## src/sv/lkvc_pkg.sv

```systemverilog
// ----------------------------------------------------------------------------
// lkvc_pkg
// Shared types and constants for the LRU key-value cache.
// ----------------------------------------------------------------------------
package lkvc_pkg;

  localparam int ENTRIES = 16;
  localparam int IDX_W   = $clog2(ENTRIES);
  localparam int CNT_W   = $clog2(ENTRIES + 1);
  localparam int CAP_W   = 5;
  localparam int CMP_W   = (CNT_W > CAP_W) ? CNT_W : CAP_W;
  localparam int KEY_W   = 32;
  localparam int VAL_W   = 32;

  localparam logic ACT_GET = 1'b0;
  localparam logic ACT_SET = 1'b1;

  localparam logic [CAP_W-1:0] CAP_RESET = CAP_W'(ENTRIES);
  localparam logic [VAL_W-1:0] MISS_VALUE = '1;

  typedef enum logic [2:0] {
    ST_IDLE   = 3'b001,
    ST_MATCH  = 3'b010,
    ST_UPDATE = 3'b100
  } state_t;

  typedef struct packed {
    logic load;
    logic match;
    logic commit;
  } dp_cmd_t;

endpackage

```

## src/sv/lkvc_ctrl.sv

```systemverilog
// ----------------------------------------------------------------------------
// lkvc_ctrl
// Sequencer for the cache: accept, match, update, and the output valid flag.
// ----------------------------------------------------------------------------
module lkvc_ctrl (
  input  logic              clk,
  input  logic              rst_n,
  input  logic              in_tvalid,
  output logic              in_tready,
  output logic              out_tvalid,
  input  logic              out_tready,
  output lkvc_pkg::dp_cmd_t cmd
);

  lkvc_pkg::state_t state_r, state_nxt;
  logic             out_valid_r, out_valid_nxt;
  logic             out_free;

  assign in_tready  = (state_r == lkvc_pkg::ST_IDLE);
  assign out_tvalid = out_valid_r;
  assign out_free   = !out_valid_r || out_tready;

  always_comb begin
    state_nxt     = state_r;
    out_valid_nxt = out_valid_r;
    cmd           = '0;
    if (out_valid_r && out_tready) begin
      out_valid_nxt = 1'b0;
    end
    case (state_r)
      lkvc_pkg::ST_IDLE: begin
        if (in_tvalid) begin
          cmd.load  = 1'b1;
          state_nxt = lkvc_pkg::ST_MATCH;
        end
      end
      lkvc_pkg::ST_MATCH: begin
        cmd.match = 1'b1;
        state_nxt = lkvc_pkg::ST_UPDATE;
      end
      lkvc_pkg::ST_UPDATE: begin
        if (out_free) begin
          cmd.commit    = 1'b1;
          out_valid_nxt = 1'b1;
          state_nxt     = lkvc_pkg::ST_IDLE;
        end
      end
      default: begin
        state_nxt = lkvc_pkg::ST_IDLE;
      end
    endcase
  end

  always_ff @(posedge clk) begin
    if (!rst_n) begin
      state_r     <= lkvc_pkg::ST_IDLE;
      out_valid_r <= 1'b0;
    end else begin
      state_r     <= state_nxt;
      out_valid_r <= out_valid_nxt;
    end
  end

endmodule

```

## src/sv/lkvc_dp.sv

```systemverilog
// ----------------------------------------------------------------------------
// lkvc_dp
// Entry storage, parallel key match, recency ranks and the result register.
// ----------------------------------------------------------------------------
module lkvc_dp (
  input  logic                           clk,
  input  logic                           rst_n,
  input  lkvc_pkg::dp_cmd_t              cmd,
  input  logic                           cfg_wen,
  input  logic [lkvc_pkg::CAP_W-1:0]     cfg_wdata,
  input  logic                           in_action,
  input  logic [lkvc_pkg::KEY_W-1:0]     in_key,
  input  logic [lkvc_pkg::VAL_W-1:0]     in_value,
  output logic                           out_found,
  output logic [lkvc_pkg::VAL_W-1:0]     out_read_value
);

  localparam int N  = lkvc_pkg::ENTRIES;
  localparam int IW = lkvc_pkg::IDX_W;
  localparam int CW = lkvc_pkg::CNT_W;
  localparam int MW = lkvc_pkg::CMP_W;

  logic [lkvc_pkg::KEY_W-1:0] key_r   [N];
  logic [lkvc_pkg::VAL_W-1:0] value_r [N];
  logic [IW-1:0]              rank_r  [N];
  logic [N-1:0]               valid_r;
  logic [CW-1:0]              occ_r;
  logic [lkvc_pkg::CAP_W-1:0] cap_r;

  logic                       act_r;
  logic [lkvc_pkg::KEY_W-1:0] req_key_r;
  logic [lkvc_pkg::VAL_W-1:0] req_val_r;

  logic                       hit_r, hit_nxt;
  logic [IW-1:0]              hit_idx_r, hit_idx_nxt;
  logic                       use_free_r, use_free_nxt;
  logic [IW-1:0]              free_idx_nxt, lru_idx_nxt;
  logic [IW-1:0]              slot_r, slot_nxt;

  logic [CW-1:0]              occ_m1;
  logic [MW-1:0]              cap_ext;
  logic [MW-1:0]              eff_cap;
  logic [IW-1:0]              touch_rank;
  logic                       do_touch;
  logic                       do_write;

  assign occ_m1  = occ_r - CW'(1);
  assign cap_ext = MW'(cap_r);

  always_comb begin
    if (cap_r == '0) begin
      eff_cap = MW'(1);
    end else if (cap_ext > MW'(N)) begin
      eff_cap = MW'(N);
    end else begin
      eff_cap = cap_ext;
    end
  end

  always_comb begin
    hit_nxt      = 1'b0;
    hit_idx_nxt  = '0;
    free_idx_nxt = '0;
    lru_idx_nxt  = '0;
    for (int i = N - 1; i >= 0; i--) begin
      if (valid_r[i] && key_r[i] == req_key_r) begin
        hit_nxt     = 1'b1;
        hit_idx_nxt = hit_idx_nxt | IW'(i);
      end
      if (!valid_r[i]) begin
        free_idx_nxt = IW'(i);
      end
      if (valid_r[i] && rank_r[i] == occ_m1[IW-1:0]) begin
        lru_idx_nxt = IW'(i);
      end
    end
    use_free_nxt = (MW'(occ_r) < eff_cap) && !(&valid_r);
    if (hit_nxt) begin
      slot_nxt = hit_idx_nxt;
    end else if (use_free_nxt) begin
      slot_nxt = free_idx_nxt;
    end else begin
      slot_nxt = lru_idx_nxt;
    end
  end

  assign touch_rank = rank_r[slot_r];
  assign do_touch   = cmd.commit && (hit_r || act_r == lkvc_pkg::ACT_SET);
  assign do_write   = cmd.commit && act_r == lkvc_pkg::ACT_SET;

  always_ff @(posedge clk) begin
    if (!rst_n) begin
      valid_r <= '0;
      occ_r   <= '0;
      cap_r   <= lkvc_pkg::CAP_RESET;
      for (int i = 0; i < N; i++) begin
        rank_r[i] <= '0;
      end
    end else begin
      if (cfg_wen) begin
        cap_r <= cfg_wdata;
      end
      if (do_touch) begin
        for (int i = 0; i < N; i++) begin
          if (IW'(i) == slot_r) begin
            rank_r[i] <= '0;
          end else if (valid_r[i] &&
                       ((!hit_r && use_free_r) || rank_r[i] < touch_rank)) begin
            rank_r[i] <= rank_r[i] + IW'(1);
          end
        end
        if (!hit_r && use_free_r) begin
          valid_r[slot_r] <= 1'b1;
          occ_r           <= occ_r + CW'(1);
        end
      end
    end
  end

  always_ff @(posedge clk) begin
    if (cmd.load) begin
      act_r     <= in_action;
      req_key_r <= in_key;
      req_val_r <= in_value;
    end
    if (cmd.match) begin
      hit_r      <= hit_nxt;
      hit_idx_r  <= hit_idx_nxt;
      use_free_r <= use_free_nxt;
      slot_r     <= slot_nxt;
    end
    if (do_write) begin
      value_r[slot_r] <= req_val_r;
      if (!hit_r) begin
        key_r[slot_r] <= req_key_r;
      end
    end
    if (cmd.commit) begin
      out_found <= hit_r;
      if (act_r == lkvc_pkg::ACT_SET) begin
        out_read_value <= '0;
      end else if (hit_r) begin
        out_read_value <= value_r[hit_idx_r];
      end else begin
        out_read_value <= lkvc_pkg::MISS_VALUE;
      end
    end
  end

endmodule

```

## src/sv/lru_key_value_cache_core.sv

```systemverilog
// ----------------------------------------------------------------------------
// lru_key_value_cache_core
// Fully associative key-value cache with least-recently-used replacement.
//
// Input channel in_*: one item is a get or a set with a key and a value.
// Output channel out_*: one result per item, found flag and read value.
// A get hit returns the stored value, a get miss returns all ones, and a
// set returns zero; found tells whether the key was present before.
// Configuration: cfg_wen writes cfg_wdata into the capacity register; it is
// meant to change only while no item is in flight.
// The request is registered when the item is accepted. The match step then
// registers the sixteen-way key match and the replacement choice, and the
// update step writes storage, ranks and the result register; it waits
// while an earlier result is still stalled. out_tvalid is set with the
// result. The sequencer handles one item at a time: in_tready is low from
// acceptance until the update step has written its result.
// The result register lets the next item enter while a result waits; if
// the receiver stalls, the following item holds in its update step.
// Reset empties the cache and sets capacity to the full entry count.
// ----------------------------------------------------------------------------
module lru_key_value_cache_core (
  input  logic        clk,
  input  logic        rst_n,
  input  logic        cfg_wen,
  input  logic [4:0]  cfg_wdata,
  input  logic        in_tvalid,
  output logic        in_tready,
  input  logic [63:0] in_tdata,   // key [31:0], value [63:32]
  input  logic        in_tuser,   // action
  output logic        out_tvalid,
  input  logic        out_tready,
  output logic [31:0] out_tdata,  // read_value [31:0]
  output logic        out_tuser   // found
);

  lkvc_pkg::dp_cmd_t cmd;

  lkvc_ctrl u_ctrl (
    .clk        (clk),
    .rst_n      (rst_n),
    .in_tvalid  (in_tvalid),
    .in_tready  (in_tready),
    .out_tvalid (out_tvalid),
    .out_tready (out_tready),
    .cmd        (cmd)
  );

  lkvc_dp u_dp (
    .clk            (clk),
    .rst_n          (rst_n),
    .cmd            (cmd),
    .cfg_wen        (cfg_wen),
    .cfg_wdata      (cfg_wdata),
    .in_action      (in_tuser),
    .in_key         (in_tdata[31:0]),
    .in_value       (in_tdata[63:32]),
    .out_found      (out_tuser),
    .out_read_value (out_tdata)
  );

endmodule

```

## config.mk

```make
export PLATFORM = sky130hd
export DESIGN_NAME = lru_key_value_cache_core
export DESIGN_NICKNAME = d
export VERILOG_FILES = /design/src/sv/lkvc_pkg.sv /design/src/sv/lkvc_ctrl.sv /design/src/sv/lkvc_dp.sv /design/src/sv/lru_key_value_cache_core.sv
export SDC_FILE = /design/constraint.sdc
export NUM_CORES = 2
export LEC_CHECK = 0
export ABC_CLOCK_PERIOD_IN_PS = 6230
export BUFFER_PORTS_ARGS = -buffer_cell sky130_fd_sc_hd__buf_2
export CAP_MARGIN = 5
export CORE_MARGIN = 5
export CORE_UTILIZATION = 60
export CTS_BUF_LIST = sky130_fd_sc_hd__clkbuf_16
export DETAILED_ROUTE_END_ITERATION = 10
export HOLD_SLACK_MARGIN = 0.12
export PLACE_DENSITY = 0.77
export SLEW_MARGIN = 15
export SYNTH_ARGS = -nofsm -noshare
export SYNTH_HDL_FRONTEND = slang
export SYNTH_SLANG_ARGS = --single-unit
```

## constraint.sdc

```tcl
create_clock -name clk -period 6.23 [get_ports clk]
set_input_delay 0.9345 -clock clk [delete_from_list [all_inputs] [get_ports clk]]
set_output_delay 0.9345 -clock clk [all_outputs]
set_load 0.05 [all_outputs]
```

# After elaboration in Yosys (flattened, before gate mapping)
# Memories as Yosys holds them, arrays and structs flattened. A register that Yosys moved wholly into a read port is not among the register bits.
# Index checks and enable logic that the tools add are counted.
[op_classes] reduce_logical=80 n_eq_ne=52 mux=265 addsub=18 order_cmp=20 bitwise_logic=33
[op_table] op="$eq 32x32->1" n=16
[op_table] op="$mux 4" n=76
[op_table] op="$mux 1" n=176
[op_table] op="$add 4x1->4 const B" n=16
[op_table] op="$eq 4x4->1" n=16
[op_table] op="$lt 4x4->1" n=16
[op_table] op="$logic_and 1x1->1" n=54
[op_table] op="$eq 4x4->1 const A" n=8
[op_table] op="$mux 32" n=1
[op_table] op="$or 1x1->1" n=32
[op_table] op="$logic_or 1x1->1" n=18
[op_table] op="$mux 3" n=6
[op_table] op="$eq 3x4->1 const A" n=4
[op_table] op="$or 16x16->16" n=1
[op_table] op="$reduce_and 16->1" n=1
[op_table] op="$mux 5" n=2
[op_table] op="$pmux 3 s3" n=1
[op_table] op="$eq 2x4->1 const A" n=2
[op_table] op="$add 5x1->5 const B" n=1
[op_table] op="$gt 5x5->1 const B" n=1
[op_table] op="$logic_not 5->1" n=1
[op_table] op="$lt 4x5->1 const B" n=1
[op_table] op="$lt 5x5->1" n=1
[op_table] op="$demux 1 s4" n=1
[op_table] op="other kinds (12)" n=16
[totals] reg_bits=138 output_inout_bits=35 memories=3 in_bits=75 elab_cells=485 ram_bits=1088
[memory_table] memory="u_dp.key_r" depth=16 word_bits=32 read_ports=16 rd_clocked_by_memory_dff=0 wr=1 line="lkvc_dp.sv:23" rtl="logic [lkvc_pkg::KEY_W-1:0] key_r [N];"
[memory_table] memory="u_dp.value_r" depth=16 word_bits=32 read_ports=1 rd_clocked_by_memory_dff=1 wr=1 line="lkvc_dp.sv:24" rtl="logic [lkvc_pkg::VAL_W-1:0] value_r [N];"
[memory_table] memory="u_dp.rank_r" depth=16 word_bits=4 read_ports=17 rd_clocked_by_memory_dff=1 wr=16 line="lkvc_dp.sv:25" rtl="logic [IW-1:0] rank_r [N];"

# Logic depth before layout (Yosys ltp)
[depth] depth_word=22 ltp_mapped=14

# By module
# From an unflattened synthesis, not the netlist that was laid out.
[unflattened] cells_unflattened=2992 hier_area_um2=52051.2
[modules_own_cells] module="lkvc_dp" area_per_inst_um2=51856.0 cells_each=2973 n_inst=1
[modules_own_cells] module="lkvc_ctrl" area_per_inst_um2=195.2 cells_each=19 n_inst=1

# Worst setup path before layout
# Ideal clock, no wire load.
[synth_path] kind="input to register" start="input port out_tready" end="memory u_dp.key_r[7][0] (netlist bit) (enable)" arrival_ns=4.582 stages=8 path_slack_ns=1.227 required_time_ns=5.809 path_cell_list="nor2b_1 -> nor2b_1 -> clkbuf_1 -> nand2_1 -> or2_2 -> clkbuf_1 -> clkbuf_1 -> nor2_1"
[synth_lines] element="from (decl)" line="lru_key_value_cache_core.sv:31" rtl="input logic out_tready,"
[synth_lines] element="to (decl)" line="lkvc_dp.sv:23"

==> flow_summary_export.csv <==
group,metric,value,unit
clock_tree,cts-root-buf,"clkbuf_16",
finish,area_delta_synth_final,10.6,%
worst_setup_path,critical_path_arrival,4.79,ns
sta,tns,0,ns
floorplan,num_io_pins,110,
finish,final_cells,4641,
logic_synthesis,syn-cell-area,53700,µm²
sta,period_share,71.1,%
worst_setup_path,crit_type,"reg -> reg",
sta,finalHoldViolations,0,
worst_setup_path,rrSetupSlack,1.80,ns
worst_setup_path,end_kind,"register",
clock_tree,cts_buffers,118,
logic_synthesis,synth.avg_cell_area,16.7,µm²
clock_tree,cts_tree,"done",
logic_synthesis,yosysWarnings,0,
detailed_routing,first_iter_violations,3552,
pwr,cellLeakagePower,19.5,nW
global_routing,grt_overflow,0,
global_routing,grt_pass1_wl,196000,µm
finish,num_antenna_cells,0,
finish,fin_area,59400,µm²
finish,drive_gt1_share,17.8,%
detailed_routing,route.detailed.drc,0,
worst_setup_path,worstRegToRegCells,9,
clock_tree,cts_buffer_depth,3,
clock_tree,cts_resized,0,
placement,io_buffers,109,
sta,rsz0062_at_grt,"false",
worst_setup_path,crit_path_end,"u_dp.rank_r[12][2]",
sta,fmax,0.226,GHz
floorplan,dieArea,95600,µm²
run_status,outcome,"finished clean",
worst_setup_path,critPathMaxFanout,16,
floorplan,fp-row-count,109,
detailed_routing,vias_per_cell,6.50,
logic_synthesis,synthFlopType,"edfxtp_1",
finish,fillers,5766,
logic_synthesis,syn-num-nets,3353,
sta,tightest_slew,1.20,ns
sta,slew_viol_final,0,
logic_synthesis,seq_area_frac_synth,68.3,%
placement,placed_area,55600,µm²
finish,nets,3526,
floorplan,die-width,309,µm
detailed_routing,wl_per_cell,28.4,µm
placement,dpl.hpwl,76200,µm
detailed_routing,firstDrtPassIters,6,
floorplan,core,88600,µm²
clock_tree,cts.clk_slew.worst_paths,0.07,ns
detailed_routing,vias,30200,
placement,dp.cells,4422,
global_routing,grt_max_degree,60,
floorplan,initial_utilization,60.6,%
sta,setup_viol,0,
sta,relSlewSlack,20.2,%
worst_setup_path,crit_required,6.59,ns
worst_setup_path,start_kind,"register",
global_routing,antenna_found_initial,0,
worst_setup_path,reg2reg_to,"u_dp.rank_r[12][2]",
global_routing,grt_use_total,27.4,%
placement,globalplace.congestion,0.924,
logic_synthesis,async_flop_share,0,%
pwr,powerDensity,288,nW/µm²
clock_tree,cts_hold_buf,0,
clock_tree,cts_sinks,1234,
pwr,peakVddDrop,0.275,mV
logic_synthesis,ys_ff_latch,1234,
detailed_routing,drt-total-wl,132000,µm
min_path,hold_path.class,"in -> reg",
clock_tree,cts-htree-levels,3,
clock_tree,post_cts.repair.setup_buffers,0,
sta,clock_skew,0.0567,ns
detailed_routing,ant_nets,0,
logic_synthesis,synth_cell_type_count,76,
global_routing,first_global_vias,30900,
logic_synthesis,syn_inst,3208,
floorplan,fp.dieH,309,µm
clock_tree,clock_latency,0.73,ns
sta,min_period,4.43,ns
logic_synthesis,synth_edf_count,1196,
job,drv_cap,0,
-- cell usage after synthesis, types with 5 or more instances --
master	count	area (µm²)
nand2_1	64	240
buf_1	17	63.8
o211ai_1	16	120
xor2_1	320	2800
inv_1	73	274
xnor2_1	266	2330
buf_6	27	304
or4_1	10	75.1
nor2b_1	15	93.8
nor4_1	134	838
o21ai_0	33	165
nand4b_1	11	96.3
nor4b_1	12	105
o2111ai_2	8	120
xor2_2	7	114
mux4_2	180	4050
a21oi_1	59	295
nor3_1	36	180
nand4_1	129	807
xnor3_1	15	338
buf_8	10	150
nor2_1	154	578
nor3b_1	8	60.1
nand2b_1	18	113
ha_1	70	876
and3_1	6	37.5
dfxtp_1	38	761
clkbuf_1	53	199
or2_2	10	62.6
edfxtp_1	1196	35900
a31oi_1	11	68.8
buf_4	29	218
a21o_1	21	158
o2111ai_1	5	43.8
nand3_1	67	335
buf_2	9	45.0
a21boi_0	7	52.6
-- through the flow --
| stage | total power [mW] | hold WS (ns) | setup WS (ns) | utilization [%] |
|---|---|---|---|---|
| floorplan | 10.0 | 0.408 | 1.23 | - |
| global placement | 10.3 | 0.426 | 1.95 | 62.7 |
| detailed placement | 10.3 | 0.431 | 1.86 | 62.7 |
| CTS | 17.2 | 0.375 | 1.82 | 66.9 |
| global route | 17.6 | 0.385 | 1.47 | 67.0 |
| finish | 17.1 | 0.408 | 1.80 | 67.0 |
-- worst min path at each step --
stage / startpoint / to / slack [ns] / cells after the start
final: in_tdata[55] / u_dp.req_val_r[23] / 0.41 / 1
after global routing: in_tdata[46] / u_dp.req_val_r[14] / 0.38 / 1
after CTS: in_tdata[55] / u_dp.req_val_r[23] / 0.38 / 1
after detailed placement: u_dp.hit_idx_r[1] / register / 0.43 / 2
after global placement: u_dp.hit_idx_r[1] / register / 0.43 / 2
after floorplan: u_dp.hit_idx_r[1] / register / 0.41 / 2
-- logic make-up (layout without fill, tap and decap cells) --
group / Yosys count / count (layout) / synth area share (%)
AO/OA/AOI/OAI: 188 / 188 / 2.34
XOR/XNOR: 608 / 608 / 10.4
adder cells (fa/ha/maj): 70 / 70 / 1.63
buffers and inverters: 225 / 493 / 2.50
flip-flops: 1234 / 1234 / 68.3
multiplexers: 186 / 186 / 7.68
AND/OR/NAND/NOR: 697 / 697 / 7.15
-- layout make-up --
type | count | area, µm² | area share [%]
clock buffers | 121 | 3030 | 5.10
inverters | 76 | 285 | 0.480
flip-flops and latches | 1234 | 36700 | 61.7
repair buffers | 202 | 1370 | 2.31
multi-input cells | 1749 | 15900 | 26.7
well taps | 1165 | 1460 | 2.45
clock inverters | 94 | 734 | 1.24
-- flip-flops by register name (all words and copies together), names as in the netlist, 5 cells and up, named ones only --
signal,cells
u_dp.req_key_r,32
u_dp.out_read_value,32
u_dp.rank_r,64
u_dp.occ_r,5
u_dp.req_val_r,32
u_dp.valid_r,16
u_dp.value_r,512
u_dp.cap_ext,5
u_dp.key_r,512
-- per-layer routing --
metal	track usage, %	wire, µm	vias up
li1	-	-	12800
met1	37.0	50100	15500
met2	46.7	66400	1652
met3	4.31	10900	309
met4	8.98	4440	0
met5	0	0	-
-- where the power goes --
| part | internal [mW] | leakage, nW | switching, mW |
|---|---|---|---|
| clock | 3.92 | 1.96 | 3.07 |
| sequential | 9.18 | 11.2 | 0.151 |
| combinational | 0.296 | 6.34 | 0.524 |
-- critical path, stage by stage, from the launching register on --
cell and delay (ns):
dfxtp_1 0.93, mux4_2 0.60, mux4_2 0.47, inv_1 0.60, ha_1 0.37, o21ai_0 0.16, a21oi_1 0.06, o21ai_0 0.23
a21boi_0 0.15, o21ai_0 0.49
-- placed cells by master (no fill, tap or decap), drive strengths merged, types with 18 or more instances in the layout --
cell | synthesis | final
dfxtp | 38 | 38
mux4 | 180 | 180
buf | 96 | 202
xnor2 | 266 | 266
nand3 | 69 | 69
nand2b | 18 | 18
xor2 | 327 | 327
ha | 70 | 70
inv | 75 | 110
a21oi | 59 | 59
clkbuf | 53 | 121
o21ai | 35 | 35
nor4 | 134 | 134
nand2 | 64 | 64
nand4 | 130 | 130
nor2 | 154 | 154
clkinv | 1 | 46
edfxtp | 1196 | 1196
a21o | 22 | 22
nor3 | 37 | 37
Power figures use the tool's default switching activity.
